### src/hw/rtl/pps_pkg.sv
// shared types and constants of the preemptive priority scheduler
// no dependencies; used by pps_ctrl, pps_datapath and the top level
package pps_pkg;

   localparam int unsigned MAX_TASKS_DEFAULT = 16;
   localparam int unsigned SLOT_W            = 4;
   localparam int unsigned TIME_W            = 16;
   localparam int unsigned PRIO_W            = 8;
   localparam int unsigned BURST_W           = 16;

   localparam logic ACTION_LOAD = 1'b0;
   localparam logic ACTION_TICK = 1'b1;

   typedef struct packed {
      logic capture;
      logic load_write;
      logic scan_step;
      logic update;
      logic publish;
   } pps_cmd_type;

   typedef struct packed {
      logic is_tick;
      logic scan_last;
      logic rsp_busy;
   } pps_status_type;

endpackage

### src/hw/rtl/preemptive_priority_scheduler_unit.sv
// A load request passes through accept, decode, slot write and response; a tick request passes
// through accept, one slot table read per slot, a final compare, the write-back of the chosen
// slot and response; the single read port of the slot table sets the scan length. A new request
// is accepted as soon as the previous one has reached the response register, and a response still
// held by rsp_stall only delays the next response.
// top level of the scheduler; instantiates pps_ctrl and pps_datapath, uses pps_pkg
module preemptive_priority_scheduler_unit #(
   parameter int unsigned MAX_TASKS = pps_pkg::MAX_TASKS_DEFAULT
) (
   input  logic                         clock,
   input  logic                         reset,
   input  logic                         req_valid,
   output logic                         req_stall,
   input  logic                         req_action,
   input  logic [pps_pkg::SLOT_W-1:0]   req_slot,
   input  logic [pps_pkg::TIME_W-1:0]   req_arrival_time,
   input  logic [pps_pkg::PRIO_W-1:0]   req_priority_level,
   input  logic [pps_pkg::BURST_W-1:0]  req_burst_length,
   output logic                         rsp_valid,
   input  logic                         rsp_stall,
   output logic                         rsp_ran_valid,
   output logic [pps_pkg::SLOT_W-1:0]   rsp_ran_slot,
   output logic                         rsp_finished,
   output logic [pps_pkg::TIME_W-1:0]   rsp_now_time,
   output logic                         rsp_all_done
);

   pps_pkg::pps_cmd_type    cmd;
   pps_pkg::pps_status_type status;

   pps_ctrl u_ctrl (
      .clock     (clock),
      .reset     (reset),
      .req_valid (req_valid),
      .req_stall (req_stall),
      .status    (status),
      .cmd       (cmd)
   );

   pps_datapath #(
      .MAX_TASKS (MAX_TASKS)
   ) u_datapath (
      .clock              (clock),
      .reset              (reset),
      .cmd                (cmd),
      .status             (status),
      .req_action         (req_action),
      .req_slot           (req_slot),
      .req_arrival_time   (req_arrival_time),
      .req_priority_level (req_priority_level),
      .req_burst_length   (req_burst_length),
      .rsp_valid          (rsp_valid),
      .rsp_stall          (rsp_stall),
      .rsp_ran_valid      (rsp_ran_valid),
      .rsp_ran_slot       (rsp_ran_slot),
      .rsp_finished       (rsp_finished),
      .rsp_now_time       (rsp_now_time),
      .rsp_all_done       (rsp_all_done)
   );

   // one request in flight at a time
   a_busy_after_accept: assert property (@(posedge clock) disable iff (reset)
      (req_valid && !req_stall) |=> req_stall)
      else $error("request accepted while another is in flight");

   // a held response is never overwritten
   a_publish_free: assert property (@(posedge clock) disable iff (reset)
      cmd.publish |-> !(rsp_valid && rsp_stall))
      else $error("response overwritten while stalled");

   // datapath commands are exclusive
   a_cmd_exclusive: assert property (@(posedge clock) disable iff (reset)
      $onehot0({cmd.capture, cmd.load_write, cmd.scan_step, cmd.update, cmd.publish}))
      else $error("overlapping datapath commands");

   // a response follows a publish
   a_publish_valid: assert property (@(posedge clock) disable iff (reset)
      cmd.publish |=> rsp_valid)
      else $error("publish without response");

endmodule

### src/hw/rtl/pps_ctrl.sv
// sequencer of the scheduler: accept, load or scan/update, publish
// depends on pps_pkg for the command and status types
module pps_ctrl (
   input  logic                    clock,
   input  logic                    reset,
   input  logic                    req_valid,
   output logic                    req_stall,
   input  pps_pkg::pps_status_type status,
   output pps_pkg::pps_cmd_type    cmd
);

   typedef enum logic [5:0] {
      ST_IDLE    = 6'b000001,
      ST_LOAD    = 6'b000010,
      ST_SCAN    = 6'b000100,
      ST_DRAIN   = 6'b001000,
      ST_UPDATE  = 6'b010000,
      ST_PUBLISH = 6'b100000
   } state_type;

   state_type state_ff;
   state_type state_in;

   assign req_stall = (state_ff != ST_IDLE);

   always_comb begin
      state_in = state_ff;
      cmd      = '0;
      unique case (state_ff)
         ST_IDLE: begin
            if (req_valid) begin
               cmd.capture = 1'b1;
               state_in    = ST_SCAN;
            end
         end
         ST_SCAN: begin
            if (!status.is_tick) begin
               state_in = ST_LOAD;
            end else begin
               cmd.scan_step = 1'b1;
               if (status.scan_last) begin
                  state_in = ST_DRAIN;
               end
            end
         end
         ST_LOAD: begin
            cmd.load_write = 1'b1;
            state_in       = ST_PUBLISH;
         end
         ST_DRAIN: begin
            state_in = ST_UPDATE;
         end
         ST_UPDATE: begin
            cmd.update = 1'b1;
            state_in   = ST_PUBLISH;
         end
         ST_PUBLISH: begin
            if (!status.rsp_busy) begin
               cmd.publish = 1'b1;
               state_in    = ST_IDLE;
            end
         end
         default: begin
            state_in = ST_IDLE;
         end
      endcase
   end

   always_ff @(posedge clock) begin
      if (reset) begin
         state_ff <= ST_IDLE;
      end else begin
         state_ff <= state_in;
      end
   end

endmodule

### src/hw/rtl/pps_datapath.sv
// slot table, scan compare, counters, time and response register
// depends on pps_pkg; driven by commands from pps_ctrl
module pps_datapath #(
   parameter int unsigned MAX_TASKS = pps_pkg::MAX_TASKS_DEFAULT
) (
   input  logic                              clock,
   input  logic                              reset,
   input  pps_pkg::pps_cmd_type              cmd,
   output pps_pkg::pps_status_type           status,
   input  logic                              req_action,
   input  logic [pps_pkg::SLOT_W-1:0]        req_slot,
   input  logic [pps_pkg::TIME_W-1:0]        req_arrival_time,
   input  logic [pps_pkg::PRIO_W-1:0]        req_priority_level,
   input  logic [pps_pkg::BURST_W-1:0]       req_burst_length,
   output logic                              rsp_valid,
   input  logic                              rsp_stall,
   output logic                              rsp_ran_valid,
   output logic [pps_pkg::SLOT_W-1:0]        rsp_ran_slot,
   output logic                              rsp_finished,
   output logic [pps_pkg::TIME_W-1:0]        rsp_now_time,
   output logic                              rsp_all_done
);

   localparam int unsigned IDX_W = $clog2(MAX_TASKS);
   localparam int unsigned CNT_W = $clog2(MAX_TASKS + 1);
   localparam logic [IDX_W-1:0] LAST_IDX = IDX_W'(MAX_TASKS - 1);

   // slot table
   logic [pps_pkg::TIME_W-1:0]  arrival_mem   [MAX_TASKS];
   logic [pps_pkg::PRIO_W-1:0]  priority_mem  [MAX_TASKS];
   logic [pps_pkg::BURST_W-1:0] remaining_mem [MAX_TASKS];
   logic [MAX_TASKS-1:0]        loaded_ff;
   logic [MAX_TASKS-1:0]        loaded_in;
   logic [MAX_TASKS-1:0]        done_ff;
   logic [MAX_TASKS-1:0]        done_in;

   // captured request
   logic                        action_ff;
   logic [pps_pkg::SLOT_W-1:0]  slot_ff;
   logic [pps_pkg::TIME_W-1:0]  arrival_ff;
   logic [pps_pkg::PRIO_W-1:0]  prio_ff;
   logic [pps_pkg::BURST_W-1:0] burst_ff;

   // scan pipeline
   logic [IDX_W-1:0]            idx_ff;
   logic [IDX_W-1:0]            idx_in;
   logic                        rd_vld_ff;
   logic [IDX_W-1:0]            rd_idx_ff;
   logic                        rd_loaded_ff;
   logic                        rd_done_ff;
   logic [pps_pkg::TIME_W-1:0]  rd_arrival_ff;
   logic [pps_pkg::PRIO_W-1:0]  rd_prio_ff;
   logic [pps_pkg::BURST_W-1:0] rd_rem_ff;
   logic                        found_ff;
   logic                        found_in;
   logic [IDX_W-1:0]            best_idx_ff;
   logic [IDX_W-1:0]            best_idx_in;
   logic [pps_pkg::PRIO_W-1:0]  best_prio_ff;
   logic [pps_pkg::PRIO_W-1:0]  best_prio_in;
   logic [pps_pkg::BURST_W-1:0] best_rem_ff;
   logic [pps_pkg::BURST_W-1:0] best_rem_in;
   logic                        cand;

   // counters and time
   logic [CNT_W-1:0]            loaded_cnt_ff;
   logic [CNT_W-1:0]            loaded_cnt_in;
   logic [CNT_W-1:0]            done_cnt_ff;
   logic [CNT_W-1:0]            done_cnt_in;
   logic [pps_pkg::TIME_W-1:0]  time_ff;
   logic [pps_pkg::TIME_W-1:0]  time_in;

   // per-item result flags
   logic                        ran_ff;
   logic                        ran_in;
   logic                        fin_ff;
   logic                        fin_in;

   // response register
   logic                        rsp_valid_ff;
   logic                        rsp_valid_in;
   logic                        rsp_ran_ff;
   logic [pps_pkg::SLOT_W-1:0]  rsp_slot_ff;
   logic                        rsp_fin_ff;
   logic [pps_pkg::TIME_W-1:0]  rsp_time_ff;
   logic                        rsp_all_ff;

   logic                        slot_ok;
   logic [IDX_W-1:0]            load_idx;
   logic [pps_pkg::BURST_W-1:0] new_rem;

   assign slot_ok  = (32'(slot_ff) < 32'(MAX_TASKS));
   assign load_idx = IDX_W'(slot_ff);
   assign new_rem  = best_rem_ff - pps_pkg::BURST_W'(1);

   assign status.is_tick   = (action_ff == pps_pkg::ACTION_TICK);
   assign status.scan_last = (idx_ff == LAST_IDX);
   assign status.rsp_busy  = rsp_valid_ff && rsp_stall;

   assign cand = rd_vld_ff && rd_loaded_ff && !rd_done_ff && (rd_arrival_ff <= time_ff);

   always_comb begin
      idx_in       = idx_ff;
      found_in     = found_ff;
      best_idx_in  = best_idx_ff;
      best_prio_in = best_prio_ff;
      best_rem_in  = best_rem_ff;
      if (cmd.capture) begin
         idx_in   = '0;
         found_in = 1'b0;
      end else begin
         if (cmd.scan_step) begin
            idx_in = idx_ff + IDX_W'(1);
         end
         if (cand && (!found_ff || (rd_prio_ff < best_prio_ff))) begin
            found_in     = 1'b1;
            best_idx_in  = rd_idx_ff;
            best_prio_in = rd_prio_ff;
            best_rem_in  = rd_rem_ff;
         end
      end
   end

   always_comb begin
      loaded_in     = loaded_ff;
      done_in       = done_ff;
      loaded_cnt_in = loaded_cnt_ff;
      done_cnt_in   = done_cnt_ff;
      time_in       = time_ff;
      ran_in        = ran_ff;
      fin_in        = fin_ff;
      if (cmd.load_write) begin
         ran_in = 1'b0;
         fin_in = 1'b0;
         if (slot_ok) begin
            loaded_in[load_idx] = 1'b1;
            done_in[load_idx]   = (burst_ff == '0);
            if (!loaded_ff[load_idx]) begin
               loaded_cnt_in = loaded_cnt_ff + CNT_W'(1);
            end
            if (loaded_ff[load_idx] && done_ff[load_idx] && (burst_ff != '0)) begin
               done_cnt_in = done_cnt_ff - CNT_W'(1);
            end else if (!(loaded_ff[load_idx] && done_ff[load_idx]) && (burst_ff == '0)) begin
               done_cnt_in = done_cnt_ff + CNT_W'(1);
            end
         end
      end else if (cmd.update) begin
         ran_in = found_ff;
         fin_in = found_ff && (new_rem == '0);
         if (found_ff && (new_rem == '0)) begin
            done_in[best_idx_ff] = 1'b1;
            done_cnt_in          = done_cnt_ff + CNT_W'(1);
         end
         if (time_ff != '1) begin
            time_in = time_ff + pps_pkg::TIME_W'(1);
         end
      end
   end

   always_comb begin
      rsp_valid_in = rsp_valid_ff && rsp_stall;
      if (cmd.publish) begin
         rsp_valid_in = 1'b1;
      end
   end

   // slot table write and registered read
   always_ff @(posedge clock) begin
      if (cmd.load_write && slot_ok) begin
         arrival_mem[load_idx]   <= arrival_ff;
         priority_mem[load_idx]  <= prio_ff;
         remaining_mem[load_idx] <= burst_ff;
      end else if (cmd.update && found_ff) begin
         remaining_mem[best_idx_ff] <= new_rem;
      end
      rd_arrival_ff <= arrival_mem[idx_ff];
      rd_prio_ff    <= priority_mem[idx_ff];
      rd_rem_ff     <= remaining_mem[idx_ff];
   end

   always_ff @(posedge clock) begin
      rd_idx_ff    <= idx_ff;
      rd_loaded_ff <= loaded_ff[idx_ff];
      rd_done_ff   <= done_ff[idx_ff];
      idx_ff       <= idx_in;
      best_idx_ff  <= best_idx_in;
      best_prio_ff <= best_prio_in;
      best_rem_ff  <= best_rem_in;
      ran_ff       <= ran_in;
      fin_ff       <= fin_in;
      if (cmd.capture) begin
         action_ff  <= req_action;
         slot_ff    <= req_slot;
         arrival_ff <= req_arrival_time;
         prio_ff    <= req_priority_level;
         burst_ff   <= req_burst_length;
      end
      if (cmd.publish) begin
         rsp_ran_ff  <= ran_ff;
         rsp_slot_ff <= ran_ff ? pps_pkg::SLOT_W'(best_idx_ff) : '0;
         rsp_fin_ff  <= fin_ff;
         rsp_time_ff <= time_ff;
         rsp_all_ff  <= (done_cnt_ff == loaded_cnt_ff);
      end
   end

   always_ff @(posedge clock) begin
      if (reset) begin
         loaded_ff     <= '0;
         done_ff       <= '0;
         loaded_cnt_ff <= '0;
         done_cnt_ff   <= '0;
         time_ff       <= '0;
         found_ff      <= 1'b0;
         rd_vld_ff     <= 1'b0;
         rsp_valid_ff  <= 1'b0;
      end else begin
         loaded_ff     <= loaded_in;
         done_ff       <= done_in;
         loaded_cnt_ff <= loaded_cnt_in;
         done_cnt_ff   <= done_cnt_in;
         time_ff       <= time_in;
         found_ff      <= found_in;
         rd_vld_ff     <= cmd.scan_step;
         rsp_valid_ff  <= rsp_valid_in;
      end
   end

   assign rsp_valid     = rsp_valid_ff;
   assign rsp_ran_valid = rsp_ran_ff;
   assign rsp_ran_slot  = rsp_slot_ff;
   assign rsp_finished  = rsp_fin_ff;
   assign rsp_now_time  = rsp_time_ff;
   assign rsp_all_done  = rsp_all_ff;

endmodule
### config.mk
export PLATFORM = sky130hd
export DESIGN_NAME = preemptive_priority_scheduler_unit
export DESIGN_NICKNAME = d
export VERILOG_FILES = /design/src/hw/rtl/pps_pkg.sv /design/src/hw/rtl/preemptive_priority_scheduler_unit.sv /design/src/hw/rtl/pps_ctrl.sv /design/src/hw/rtl/pps_datapath.sv
export SDC_FILE = /design/constraint.sdc
export NUM_CORES = 1
export LEC_CHECK = 0
export BUFFER_PORTS_ARGS = -buffer_cell sky130_fd_sc_hd__buf_2
export CORE_UTILIZATION = 50
export CTS_CLUSTER_SIZE = 16
export DETAILED_ROUTE_END_ITERATION = 12
export PLACE_DENSITY = 0.64
export SYNTH_ARGS = -nofsm -noshare
export SYNTH_HDL_FRONTEND = slang
export SYNTH_SLANG_ARGS = --single-unit
export TNS_END_PERCENT = 10
### constraint.sdc
create_clock -name clock -period 10.2 [get_ports clock]
set_clock_uncertainty 0.1 [all_clocks]
set_input_delay 0.51 -clock clock [delete_from_list [all_inputs] [get_ports clock]]
set_output_delay 0.51 -clock clock [all_outputs]
set_load 0.02 [all_outputs]
==> out/qor.yml, run 1 <==
flow_run:
  cap_viol_max_count: 0
finish:
  layout-drive-gt1-share_pct: 25.68
  layout_commonest_cell: "edfxtp_1"
  n_antenna_cell: 0
  mostFrequentLayoutCells: "736 x edfxtp_1, 218 x mux4_2, 115 x dfxtp_1, 99 x nor2_1, 89 x clkbuf_16"
  utilization_pct: 58.42
  stdcell_area_sq_mm: 0.03780
  fin_nets: 1949
  syn_to_final_growth_pct: 14.85
  reg.largest.list: "u_datapath.arrival_mem x256, u_datapath.remaining_mem x256, u_datapath.priority_mem x128"
critical_path:
  critPathCaptureType: "flip-flop"
  critPathMaxFanout: 19
  arrival_ns: 4.13
  r2r-start: "u_ctrl.state_ff[3]"
  cp.required_ns: 10.33
  rrSetupSlack_ns: 6.20
  r2r_cells: 5
  start_kind: "flip-flop"
  reg2reg_to: "u_datapath.remaining_mem[14][15]"
  critPathKind: "flip-flop to flip-flop"
logic_synthesis:
  syn-mean-instance-area_sq_um: 19.30
  synth-main-ff-cell: "edfxtp_1"
  syn_area_sq_mm: 0.03291
  synth_top_family_by_area: "multiplexers"
  ys_seq_area_share_pct: 74.40
  synth_mux_area_share_pct: 15.05
  yosysWarningCount: 0
  synth.distinct_cells: 56
  syn-num-nets: 1784
  async_flop_share_pct: 0
  synth_compound_area_share_pct: 2.319
  synth_xor_area_share_pct: 1.198
  synthAdderAreaFrac_pct: 1.141
  yosys.area_share.simple_pct: 4.361
  syn-instance-count: 1705
  ys_ff_latch: 855
  synth_edf_count: 736
detailed_routing:
  drc: 0
  routed_wl_um: 71120
  drtIter0Drc: 1800
  via_count: 16570
  drt-pass1-iter-count: 5
  vias_per_cell: 5.922
  drt-wirelength-per-cell_um: 25.42
  ant_nets: 0
global_route:
  grt_usage_pct: 21.70
  overflow: 0
  top_usage_layer: "met2"
  grt_pass1_vias: 16650
  gr-usage-met1_pct: 31.78
  use_met2_pct: 32.81
  antenna_found_initial: 1
  grt_max_degree: 173
  met3_usage_pct: 4.656
  grt_pass1_wl_um: 105800
floorplanning:
  die_w_um: 258.5
  start_util_pct: 50.86
  core-area_sq_mm: 0.06470
  pin_count: 74
  die_h_um: 258.5
  dieArea_sq_mm: 0.06685
  rows: 93
sta:
  hold_violations: 0
  max-slew-margin-rel_pct: 15.12
  finalCritPeriodShare_pct: 39.20
  final-max-slew-violation-count: 0
  fmax_mhz: 250.1
  period_minus_slack_ns: 3.998
  rsz0062_at_grt: "no"
  tightest_slew_ns: 1.265
  finalSetupTns_ns: 0
  timing.final.ws_setup_ns: 6.202
  finalSetupViolCount: 0
cts:
  numCtsBuffers: 88
  cts_buffer_depth: 3
  cts_tree: "built"
  clock_latency_ns: 0.64
  clk_pin_slew_worst_paths_ns: 0.06
  cts_setup_buffers: 0
  cts.sinks: 855
  htreeDepth: 3
  root_buffer: "clkbuf_16"
status:
  status: "complete, no violations"
placed_design:
  place_area_sq_mm: 0.03440
  dp_slack_ns: 6.234
  hpwl_um: 38970
  io_buffers: 73
  gp_congestion: 0.8343
power:
  power_mw: 7.323
  p_per_area_mw_per_mm2: 193.8
  vdd_ir_drop_max_uv: 123.4
  total_leakage_power_nw: 12.12
min_path:
  min_path_type: "input port to flip-flop"
  hold_depth: 1
  holdPathEnd: "u_datapath.burst_ff[15]"
  worstHoldStart: "req_burst_length[15]"
==> routing by layer <==
metal	vias up	wire (um)
li1	7174	-
met1	8671	30880
met2	617	33140
met3	109	5385
met4	0	1720
met5	-	0
==> cell families (layout without fill, tap and decap cells) <==
| kind of cell | count (synthesis) | count (layout) |
|---|---|---|
| XOR/XNOR | 45 | 45 |
| adder cells (fa/ha/maj) | 30 | 30 |
| flip-flops | 855 | 855 |
| AND/OR/NAND/NOR | 295 | 295 |
| buffers and inverters | 130 | 368 |
| multiplexers | 222 | 222 |
| AO/OA/AOI/OAI | 128 | 128 |
==> where the power goes <==
| part | switching, mW | internal, mW | total (mW) |
|---|---|---|---|
| sequential | 0.0532 | 3.84 | 3.90 |
| clock | 1.33 | 1.88 | 3.21 |
| combinational | 0.112 | 0.101 | 0.213 |
==> worst max path at each step <==
stage	from	to	slack, ns	depth (start not counted)
2_1_floorplan	u_ctrl.state_ff[2]	u_datapath.best_idx_ff[0]	4.83	6
3_3_place_gp	u_ctrl.state_ff[5]	u_datapath.remaining_mem[14][10]	6.39	5
3_5_place_dp	u_ctrl.state_ff[3]	u_datapath.remaining_mem[14][10]	6.23	5
4_1_cts	u_ctrl.state_ff[3]	u_datapath.remaining_mem[14][15]	6.17	5
5_1_grt	u_ctrl.state_ff[3]	u_datapath.remaining_mem[12][0]	5.94	5
6_report	u_ctrl.state_ff[3]	u_datapath.remaining_mem[14][15]	6.20	5
==> cell usage after synthesis, drive strengths merged, types with 3 or more instances <==
cell    instances  share of area (%)
nand4          10               0.19
xnor2          33               0.88
a21oi          31               0.48
mux2i           3              0.091
a21o            5               0.11
nor2b           9               0.17
a211oi          5               0.11
clkbuf         58               0.66
nor3           17               0.26
o31a            3              0.080
mux4          218                 15
nand3          18               0.27
a311oi          4               0.11
nor4           12               0.27
a221oi          5               0.13
inv            52               0.59
nand2          60               0.69
nor2          117                1.3
edfxtp        736                 67
or2             4              0.076
nand2b          6               0.11
and2            7               0.13
buf            20               0.28
a22oi           4              0.091
ha             30                1.1
and3            9               0.17
nand3b          3              0.068
dfxtp         119                7.2
xor2           12               0.32
o21ai          58               0.88
or4             7               0.17
nor3b           7               0.19
==> through the flow <==
step	cells	hold slack (ns)
6_report	2798	0.03450
5_1_grt	2798	0.01569
4_1_cts	2798	0.002306
3_5_place_dp	2591	0.2887
3_3_place_gp	2591	0.2859
2_1_floorplan	1705	0.2290
==> layout make-up <==
class,count,area [sq um]
clock buffers,118,2446
clock inverters,45,504.2
fillers,4780,26900
inverters,52,195.2
multi-input cells,720,7983
flip-flops and latches,855,24500
well taps,855,1070
repair buffers,153,1101
==> critical path, cell delays in order, from the launching register on <==
cell	delay, ns
dfxtp_1	0.38
nor4_1	0.50
nand3b_1	0.68
nor3b_1	0.71
a21oi_1	0.25
nor2_2	0.96
==> what timing repair did <==
item	4_1_cts	5_1_grt
hold buffers	44	0
gates resized for setup	0	0
hold endpoints to repair	44	0
Power figures use the tool's default switching activity.
==> run 2: changes to the inputs <==
- PLACE_DENSITY: 0.64 -> 0.67
- clock period: 10.2 -> 3.5 ns (I/O delays scaled with it)
==> run 2 against run 1 <==
Total power grew to 2.9 times the previous value. Via count is 1.5% higher. Worst hold slack better by 0.026 ns. Clock-buffer cell count is 3 higher. Global-route usage hardly changed. Highest routed layer unchanged. Largest power group unchanged. First-iteration DRC count is 11% lower. Non-clock buffer count is 47 higher. Wire length is 0.61% lower.
==> out/qor.yml, run 2 (same netlist as run 1, synthesis figures left out) <==
status:
  status: "complete, no violations"
cts:
  root_buffer: "clkbuf_16"
  cts_setup_buffers: 0  # unchanged
  htreeDepth: 3  # unchanged
  numCtsBuffers: 86  # -2.3%
  post_cts_resize_count: 0  # unchanged
  hold_buffers: 47  # +6.8%
  cts_tree: "built"
  cts_buffer_depth: 3  # unchanged
  clock_latency_ns: 0.65  # about the same
  cts.sinks: 855  # unchanged
  clk_pin_slew_worst_paths_ns: 0.06  # about the same
finish:
  fin_cells: 2842  # +1.6%
  layout_commonest_cell: "edfxtp_1"
  reg.largest.list: "u_datapath.arrival_mem x256, u_datapath.remaining_mem x256, u_datapath.priority_mem x128"
  syn_to_final_growth_pct: 16.70
  fin_nets: 1994  # +2.3%
  n_antenna_cell: 0  # unchanged
  layout-drive-gt1-share_pct: 26.72  # +1.0 points
  fillCellCount: 4655  # -2.6%
  mostFrequentLayoutCells: "736 x edfxtp_1, 218 x mux4_2, 114 x dfxtp_1, 99 x nor2_1, 87 x clkbuf_16"
detailed_routing:
  via_count: 16810  # +1.5%
  drt-pass1-iter-count: 5  # unchanged
  ant_nets: 0  # unchanged
  vias_per_cell: 5.916  # -0.11%
  routed_wl_um: 70690  # -0.61%
  drtIter0Drc: 1597  # -11%
  drc: 0  # unchanged
  drt-wirelength-per-cell_um: 24.87  # -2.2%
sta:
  period_minus_slack_ns: 3.311  # -0.6873 ns
  timing.final.ws_setup_ns: 0.1889  # -6.013 ns
  hold_violations: 0  # unchanged
  tightest_slew_ns: 0.9021  # -0.3625 ns
  finalSetupTns_ns: 0  # unchanged
  rsz0062_at_grt: "no"
  whs_ns: 0.06094  # +0.02645 ns
  fmax_mhz: 302.0  # +21%
  finalSetupViolCount: 0  # unchanged
  finalCritPeriodShare_pct: 94.60  # +55 points
  final-max-slew-violation-count: 0  # unchanged
  max-slew-margin-rel_pct: 39.86  # +25 points
floorplanning:
  rows: 93  # unchanged
  die_w_um: 258.5  # unchanged
  die_h_um: 258.5  # unchanged
  dieArea_sq_mm: 0.06685  # unchanged
  core-area_sq_mm: 0.06470  # unchanged
  pin_count: 74  # unchanged
  start_util_pct: 50.86  # unchanged
critical_path:
  crit_chain: "inv_1 > ha_1 > or3b_2 > or2_0 > xnor2_1 > o31a_1 > or3_1 > buf_4 > a221oi_1 > a311oi_1"
  critPathSlowestCell: "or3b_2"
  critPathCaptureType: "flip-flop"
  critPathKind: "flip-flop to flip-flop"
  r2r-start: "u_datapath.best_rem_ff[0]"
  start_kind: "flip-flop"
  setup.worst_path.start: "u_datapath.best_rem_ff[0]"
  max_stage_delay_ns: 0.51  # -0.45 ns
  cp.required_ns: 3.91  # -6.42 ns
  critPathMaxFanout: 25  # +6
  arrival_ns: 3.72  # -0.41 ns
global_route:
  grt_usage_pct: 21.65  # -0.045 points
  grt_max_degree: 60  # -65%
  overflow: 0  # unchanged
  antenna_found_initial: 0  # -1
  grt_pass1_vias: 16830  # +1.1%
  grt_pass1_wl_um: 106300  # +0.45%
placed_design:
  place_inst: 2635  # +1.7%
  hpwl_um: 40950  # +5.1%
  gp_congestion: 0.8864  # +6.2%
  dp_slack_ns: 0.2182  # -6.016 ns
  io_buffers: 73  # unchanged
power:
  vdd_ir_drop_max_uv: 395.1  # +220%
  total_leakage_power_nw: 12.38  # +2.1%
  p_per_area_mw_per_mm2: 555.1  # +190%
flow_run:
  cap_viol_max_count: 0  # unchanged
min_path:
  worstHoldStart: "reset"
  min_path_type: "input port to flip-flop"
## run 2: cell types whose count changed in the layout (fill, tap and decap cells not counted), sizes merged
| cell | change |
|---|---|
| inv | -2 |
| bufinv | +2 |
| clkinv | -4 |
| clkbuf | +3 |
| buf | +44 |
| dlygate4sd3 | +3 |
| clkinvlp | -2 |
## run 2: worst paths after layout
| path | slack (ns) | cells past startpoint | to |
|---|---|---|---|
| max | 0.19 | 10 | u_datapath.done_ff[3] |
| min | 0.06 | 2 | u_datapath.loaded_cnt_ff[0] |
| max reg2reg | 0.19 | 10 | u_datapath.done_ff[3] |
| min reg2reg | 0.30 | 0 | u_datapath.best_idx_ff[3] |
## run 2: critical path, delay by kind of cell, from the launching register on
family	cells	cell delay (ns)
buffers and inverters	2	0.33
adder cells (fa/ha/maj)	1	0.17
XOR/XNOR	1	0.17
AND/OR/NAND/NOR	3	1.23
flip-flops	1	0.45
AO/OA/AOI/OAI	3	0.73
## run 2: area by class of cell
| type | instances | area, sq um | share of cell area [%] |
|---|---|---|---|
| tap | 855 | 1070 | 2.786 |
| timing repair buffer | 200 | 1712 | 4.457 |
| multi-input combinational | 720 | 8001 | 20.84 |
| inverter | 52 | 195.2 | 0.5083 |
| clock inverter | 39 | 543.0 | 1.414 |
| clock buffer | 121 | 2385 | 6.210 |
| sequential | 855 | 24500 | 63.79 |
## run 2: where the power goes
part / total (mW) / switching [mW] / internal [mW]
Sequential: 11.4 / 0.148 / 11.2
Combinational: 0.670 / 0.345 / 0.326
Clock: 9.30 / 3.82 / 5.48
## run 2: layer usage
metal  share of wire [%]  track usage, %  wire length [um]
met4                 1.7           5.835              1227
met2                  48           33.56             33630
met5                   0               0                 0
met3                 7.0           3.110              4978
met1                  44           32.49             30850
## run 2: stage by stage
stage / util [%] / area, sq um / power [mW]
final: 59.36 / 38400 / 21.32
after global routing: 59.36 / 38400 / 21.94
after CTS: 59.36 / 38400 / 21.50
after detailed placement: 54.11 / 35000 / 12.20
after global placement: 54.11 / 35000 / 12.17
after floorplan: - / 32930 / 11.91
